[src/rtl/core/vvpi_pkg.sv]
// shared types and constants of the velocity verlet particle integrator
// no dependencies
package vvpi_pkg;

    localparam int WORD_W = 32;
    localparam int DT_W   = 16;
    localparam int BOX_W  = 31;
    localparam int CMD_W  = 3;
    localparam int PIDX_W = 10;
    localparam int DIV_W  = 48;
    localparam int DCNT_W = 6;

    localparam logic [CMD_W-1:0] CMD_LOAD_POS = 3'd0;
    localparam logic [CMD_W-1:0] CMD_LOAD_VEL = 3'd1;
    localparam logic [CMD_W-1:0] CMD_FORCE    = 3'd2;
    localparam logic [CMD_W-1:0] CMD_DRIFT    = 3'd3;

    localparam logic [1:0] ST_OK        = 2'd0;
    localparam logic [1:0] ST_ZERO_MASS = 2'd1;
    localparam logic [1:0] ST_SATURATED = 2'd2;

    localparam logic CFG_TIME_STEP = 1'b0;
    localparam logic CFG_BOX_SIZE  = 1'b1;

    localparam logic [DT_W-1:0]  TIME_STEP_RESET = 16'd655;
    localparam logic [BOX_W-1:0] BOX_SIZE_RESET  = 31'd1048576;

    typedef enum logic [3:0] {
        OP_NONE,
        OP_LOAD,
        OP_REDUCE,
        OP_READ,
        OP_DIV_INIT,
        OP_DIV_STEP,
        OP_MUL_ACC,
        OP_KICK,
        OP_MUL_T,
        OP_DRIFT,
        OP_WRITE,
        OP_DONE
    } op_t;

    typedef struct packed {
        op_t        op;
        logic [1:0] axis;
    } dp_cmd_t;

    typedef struct packed {
        logic reduce_done;
        logic div_done;
        logic force_div;
    } dp_status_t;

endpackage

[src/rtl/core/vvpi_ctrl.sv]
// integrator sequencer: per axis read, divide if force, kick, drift, write
// depends on vvpi_pkg
module vvpi_ctrl (
    input  logic                clk,
    input  logic                rst_n,
    input  logic                start,
    input  vvpi_pkg::dp_status_t status_in,
    output vvpi_pkg::dp_cmd_t   cmd_out,
    output logic                busy
);
    import vvpi_pkg::*;

    typedef enum logic [3:0] {
        S_IDLE,
        S_REDUCE,
        S_READ,
        S_DIV_INIT,
        S_DIV,
        S_MUL1,
        S_KICK,
        S_MUL2,
        S_DRIFT,
        S_WRITE,
        S_DONE
    } state_t;

    state_t     state_reg, state_next;
    logic [1:0] axis_reg, axis_next;

    always_comb
    begin
        state_next = state_reg;
        axis_next  = axis_reg;
        case (state_reg)
            S_IDLE:
            begin
                if (start)
                begin
                    state_next = S_REDUCE;
                    axis_next  = 2'd0;
                end
            end
            S_REDUCE:
            begin
                if (status_in.reduce_done)
                    state_next = S_READ;
            end
            S_READ:     state_next = status_in.force_div ? S_DIV_INIT : S_MUL1;
            S_DIV_INIT: state_next = S_DIV;
            S_DIV:
            begin
                if (status_in.div_done)
                    state_next = S_MUL1;
            end
            S_MUL1:     state_next = S_KICK;
            S_KICK:     state_next = S_MUL2;
            S_MUL2:     state_next = S_DRIFT;
            S_DRIFT:    state_next = S_WRITE;
            S_WRITE:
            begin
                if (axis_reg == 2'd2)
                    state_next = S_DONE;
                else
                begin
                    axis_next  = axis_reg + 2'd1;
                    state_next = S_READ;
                end
            end
            S_DONE:     state_next = S_IDLE;
            default:    state_next = S_IDLE;
        endcase
    end

    always_comb
    begin
        cmd_out.axis = axis_reg;
        case (state_reg)
            S_IDLE:     cmd_out.op = start ? OP_LOAD : OP_NONE;
            S_REDUCE:   cmd_out.op = OP_REDUCE;
            S_READ:     cmd_out.op = OP_READ;
            S_DIV_INIT: cmd_out.op = OP_DIV_INIT;
            S_DIV:      cmd_out.op = OP_DIV_STEP;
            S_MUL1:     cmd_out.op = OP_MUL_ACC;
            S_KICK:     cmd_out.op = OP_KICK;
            S_MUL2:     cmd_out.op = OP_MUL_T;
            S_DRIFT:    cmd_out.op = OP_DRIFT;
            S_WRITE:    cmd_out.op = OP_WRITE;
            S_DONE:     cmd_out.op = OP_DONE;
            default:    cmd_out.op = OP_NONE;
        endcase
    end

    assign busy = (state_reg != S_IDLE);

    always_ff @(posedge clk or negedge rst_n)
    begin
        if (!rst_n)
        begin
            state_reg <= S_IDLE;
            axis_reg  <= 2'd0;
        end
        else
        begin
            state_reg <= state_next;
            axis_reg  <= axis_next;
        end
    end

endmodule

[config.mk]
export PLATFORM = sky130hd
export DESIGN_NAME = vvpi_ctrl
export DESIGN_NICKNAME = d
export VERILOG_FILES = /design/src/rtl/core/vvpi_pkg.sv /design/src/rtl/core/vvpi_ctrl.sv
export SDC_FILE = /design/constraint.sdc
export NUM_CORES = 1
export LEC_CHECK = 0
export BUFFER_PORTS_ARGS = -buffer_cell sky130_fd_sc_hd__clkbuf_2
export CAP_MARGIN = 10
export CORE_AREA = 2 2 39 41
export DETAILED_ROUTE_END_ITERATION = 12
export DIE_AREA = 0 0 41 43
export SLEW_MARGIN = 25
export SYNTH_ARGS = -nofsm -noshare
export SYNTH_HDL_FRONTEND = slang
export SYNTH_SLANG_ARGS = --single-unit
[constraint.sdc]
create_clock -name clk -period 1.5 [get_ports clk]
set_input_delay 0.15 -clock clk [delete_from_list [all_inputs] [get_ports clk]]
set_output_delay 0.15 -clock clk [all_outputs]
set_load 0.05 [all_outputs]
Word level (Yosys, flattened, before mapping)

Cells that the tools add are included.

Register bits after elaboration: 6
Input bits: 6
Logic and storage cells: 34

Add/sub/neg operators: 1
Eq/ne operators: 15
Multiplexer cells: 11
Reduce and logical (&&, ||, !) cells: 5

Operators by type and width:

| kind                                           | number |
|---|---|
| one-hot mux 4 bit (11 select lines)            | 1 |
| one-hot mux 4 bit (10 select lines)            | 1 |
| == test 4 x 3 -> 1 bit (second input constant) | 4 |
| 2-to-1 mux 4 bit                               | 4 |
| == test 4 bit (second input constant)          | 3 |
| == test 4 x 2 -> 1 bit (second input constant) | 2 |
| inequality test 2 bit (second input constant)  | 4 |
| AND reduction 3 bit                            | 2 |
| == test 4 x 1 -> 1 bit (second input constant) | 1 |
| logical NOT 4 bit                              | 1 |
| 2-to-1 mux 2 bit                               | 2 |
| one-hot mux 2 bit (2 select lines)             | 1 |
| nonzero test 4 bit                             | 1 |
| 2-to-1 mux 3 bit                               | 1 |
| adder 2 x 1 -> 2 bit (second input constant)   | 1 |
| == test 2 bit (second input constant)          | 1 |
| nonzero test 2 bit                             | 1 |
| 2-to-1 mux 1 bit                               | 1 |

Longest topological paths before layout

Depth in word-level cells: 3
Depth in mapped cells: 5
Mapped depth without buffers: 5

Worst setup path before layout

OpenSTA, ideal clock, no wires.

Kind: flip-flop to output port
Start: register state_reg[2]
End: output port cmd_out[2] (netlist bit)
Arrival time: 1,941 ps
Data required time: 1,350 ps
Slack: -591 ps
Cell stages (with the launch flop): 4
Path through: dfrtp_1 buf_2 nor2_1 a221oi_1

RTL lines:

| item                   | RTL line         | text |
|---|---|---|
| from (decl)            | vvpi_ctrl.sv:27  | `state_t state_reg, state_next;` |
| from (signal assigned) | vvpi_ctrl.sv:104 | `state_reg <= state_next;` |
| to (decl)              | vvpi_ctrl.sv:8   | `output vvpi_pkg::dp_cmd_t cmd_out,` |

Worst setup path after layout

Start: register state_reg[1]
End: output port busy

Longest elaborated chain between the ends: 1

Ends and longest elaborated chain:

| item               | RTL line        | text |
|---|---|---|
| nonzero test 4 bit | vvpi_ctrl.sv:93 | `assign busy = (state_reg != S_IDLE);` |
| to (decl)          | vvpi_ctrl.sv:9  | `output logic busy` |

Every way passes these cells.

==> results.py <==
metrics = {
    "outcome": {
        "outcome": "complete, but fails checks",
        "failed_checks": "negative setup slack",
    },
    "synthesis": {
        "synth_nets": 56,
        "ys_types": 28,
        "synth_top_area_share_pct": 34.2,
        "async_flop_share_pct": 100,
        "synth_top_flop_cell": "dfrtp_1",
        "synth_edf_count": 0,
        "synth_top_area_cell": "dfrtp_1",
        "synth_cells": 49,
        "synth-seq-area-share_pct": 34.2,
        "avgSynthCellArea_um2": 8.96,
        "yosys_register_bits": 6,
        "synth.area.top_cells": "dfrtp_1, nor4b_4, nand3b_1",
        "syn_area_um2": 439,
        "yosysWarnings": 0,
    },
    "clock_network": {
        "htree_levels": 1,
        "tritoncts": "built",
        "clockBufferDepth": 2,
        "path_clk_slew_ps": 50,
        "cts_buffers": 3,
        "cts_sinks": 6,
        "clk-insertion-delay-late_ps": 250,
        "cts-root-buf": "clkbuf_4",
    },
    "global_routing": {
        "groute.usage.overall_pct": 14.9,
        "globalRoute.totalOverflow": 0,
        "antenna_found_initial": 0,
        "grt_pass1_vias": 434,
        "grt_pass1_wl_um": 1750,
        "grt_max_degree": 16,
    },
    "sta": {
        "setup_ws_ps": -75.2,
        "slew_headroom_pct": 74.2,
        "hold_viol_final": 0,
        "min_period_over_period_pct": 105,
        "hold-worst-slack_ps": 113,
        "max_freq_mhz": 635,
        "period_needed_ps": 1580,
        "slew_viol_final": 0,
        "finalSetupViolCount": 2,
        "rsz0062_at_grt": "true",
        "skew_ps": 1.70,
        "worstMarginPinSlew_ps": 381,
    },
    "final_layout": {
        "syn_to_final_growth_pct": 55.0,
        "final_area_um2": 681,
        "fin_nets": 79,
        "fin_util_pct": 49.2,
        "drive_above_1_share_pct": 49.3,
        "diodes": 0,
        "largest_reg_flops": 4,
        "final_common_cell": "buf_4",
        "layout_common_cells": "buf_4, clkbuf_2, nand2_1, nor2_1, dfrtp_2",
    },
    "critical_path": {
        "crit_chain": "or3_4 > or2_1 > buf_8",
        "crit_fanout": 3,
        "crit_path_top_delay_cell": "dfrtp_1",
        "cp.required_ps": 1350,
        "cp.arrival_ps": 1430,
        "worst_path_largest_cell_delay_ps": 410,
        "cp-end-kind": "output pin",
        "worstSetupStartpointType": "flip-flop",
        "path_class": "flip-flop to output pin",
    },
    "die": {
        "die_w_um": 41,
        "initial_core_util_pct": 31.7,
        "core-area_um2": 1380,
        "row_count": 14,
        "io_pins": 13,
        "die_h_um": 43,
        "dieArea_um2": 1760,
    },
    "route": {
        "vias": 446,
        "ant_nets": 0,
        "drc": 0,
        "wl_um": 1060,
        "drt-wirelength-per-cell_um": 12.2,
        "avgViaCountPerCell": 5.13,
        "first_pass_iters": 2,
        "drtIter0Drc": 5,
    },
    "flow_run": {
        "maxCapViolCount": 0,
    },
    "worst_hold_path": {
        "hp-class": "input port to flip-flop",
    },
    "placed_design": {
        "placedInstanceArea_um2": 567,
        "place_ws_ps": 63.6,
        "gp_congestion": 0.677,
        "port_buffers": 12,
        "dp_hpwl_um": 762,
    },
}
[cells in the mapped netlist (all sizes together) (2+ instances only)]
| cell | number |
|---|---|
| nand3b | 3 |
| dfrtp | 6 |
| nor2 | 5 |
| xnor2 | 2 |
| nor4b | 2 |
| buf | 3 |
| nand2b | 2 |
| a21oi | 3 |
| nand2 | 5 |
[critical path, delay by kind of cell, from the launching register on]
| family | cells | cell delay, ps |
|---|---|---|
| AND/OR/NAND/NOR | 2 | 620 |
| buffers and inverters | 1 | 160 |
| flip-flops | 1 | 410 |
[area by class of cell]
class | instances | area (µm²)
sequential | 6 | 155
timing repair buffer | 22 | 178
inverter | 1 | 8.76
fill | 136 | 703
tap | 16 | 20.0
clock buffer | 4 | 26.3
multi-input combinational | 38 | 293
[path summary, 6_finish.rpt]
| check | startpoint | end | slack [ps] | depth (start not counted) |
|---|---|---|---|---|
| worst max-delay path | state_reg[1] | busy | -80 | 3 |
| worst min register to register | axis_reg[1] | axis_reg[1] | 620 | 2 |
| min in group asynchronous | rst_n | state_reg[1] | 270 | 2 |
| worst max register to register | state_reg[1] | axis_reg[0] | 50 | 5 |
| worst min-delay path | status_in[2] | state_reg[0] | 110 | 2 |
| max in group asynchronous | rst_n | axis_reg[0] | 1060 | 2 |
[routing by layer]
layer	part of all wire, %	global-route usage (%)	vias to the layer above	wire length (µm)
met1	43	15.4	211	452
met2	52	25.0	13	549
met5	0	0	-	0
li1	-	-	222	-
met4	0	4.00	0	0
met3	5.5	7.85	0	58
[per-stage QoR]
step | instances | setup TNS [ps]
2_1_floorplan | 49 | -341
3_3_place_gp | 78 | 0
3_5_place_dp | 78 | 0
4_1_cts | 86 | -67.6
5_1_grt | 87 | -293
6_report | 87 | -75.5
[cells by family after synthesis]
| group | count (synthesis) | share of synthesized area (%) |
|---|---|---|
| adder cells (fa/ha/maj) | 1 | 2.85 |
| XOR/XNOR | 3 | 5.98 |
| AO/OA/AOI/OAI | 11 | 17.4 |
| buffers and inverters | 5 | 5.13 |
| AND/OR/NAND/NOR | 22 | 31.9 |
| flip-flops | 6 | 34.2 |
| multiplexers | 1 | 2.56 |
[what timing repair did]
action / 4_1_cts / 5_1_grt
endpoints found under the hold margin: 6 / 0
gates resized for setup: 9 / 8
pin swaps: 0 / 1
hold buffers: 1 / 0
endpoints found under the setup margin: 5 / 6
buffers inserted: 3 / 1
Power is left out: the tool's default activity adds up to more than one toggle a clock period on the data nets, which glitch-free logic cannot reach.
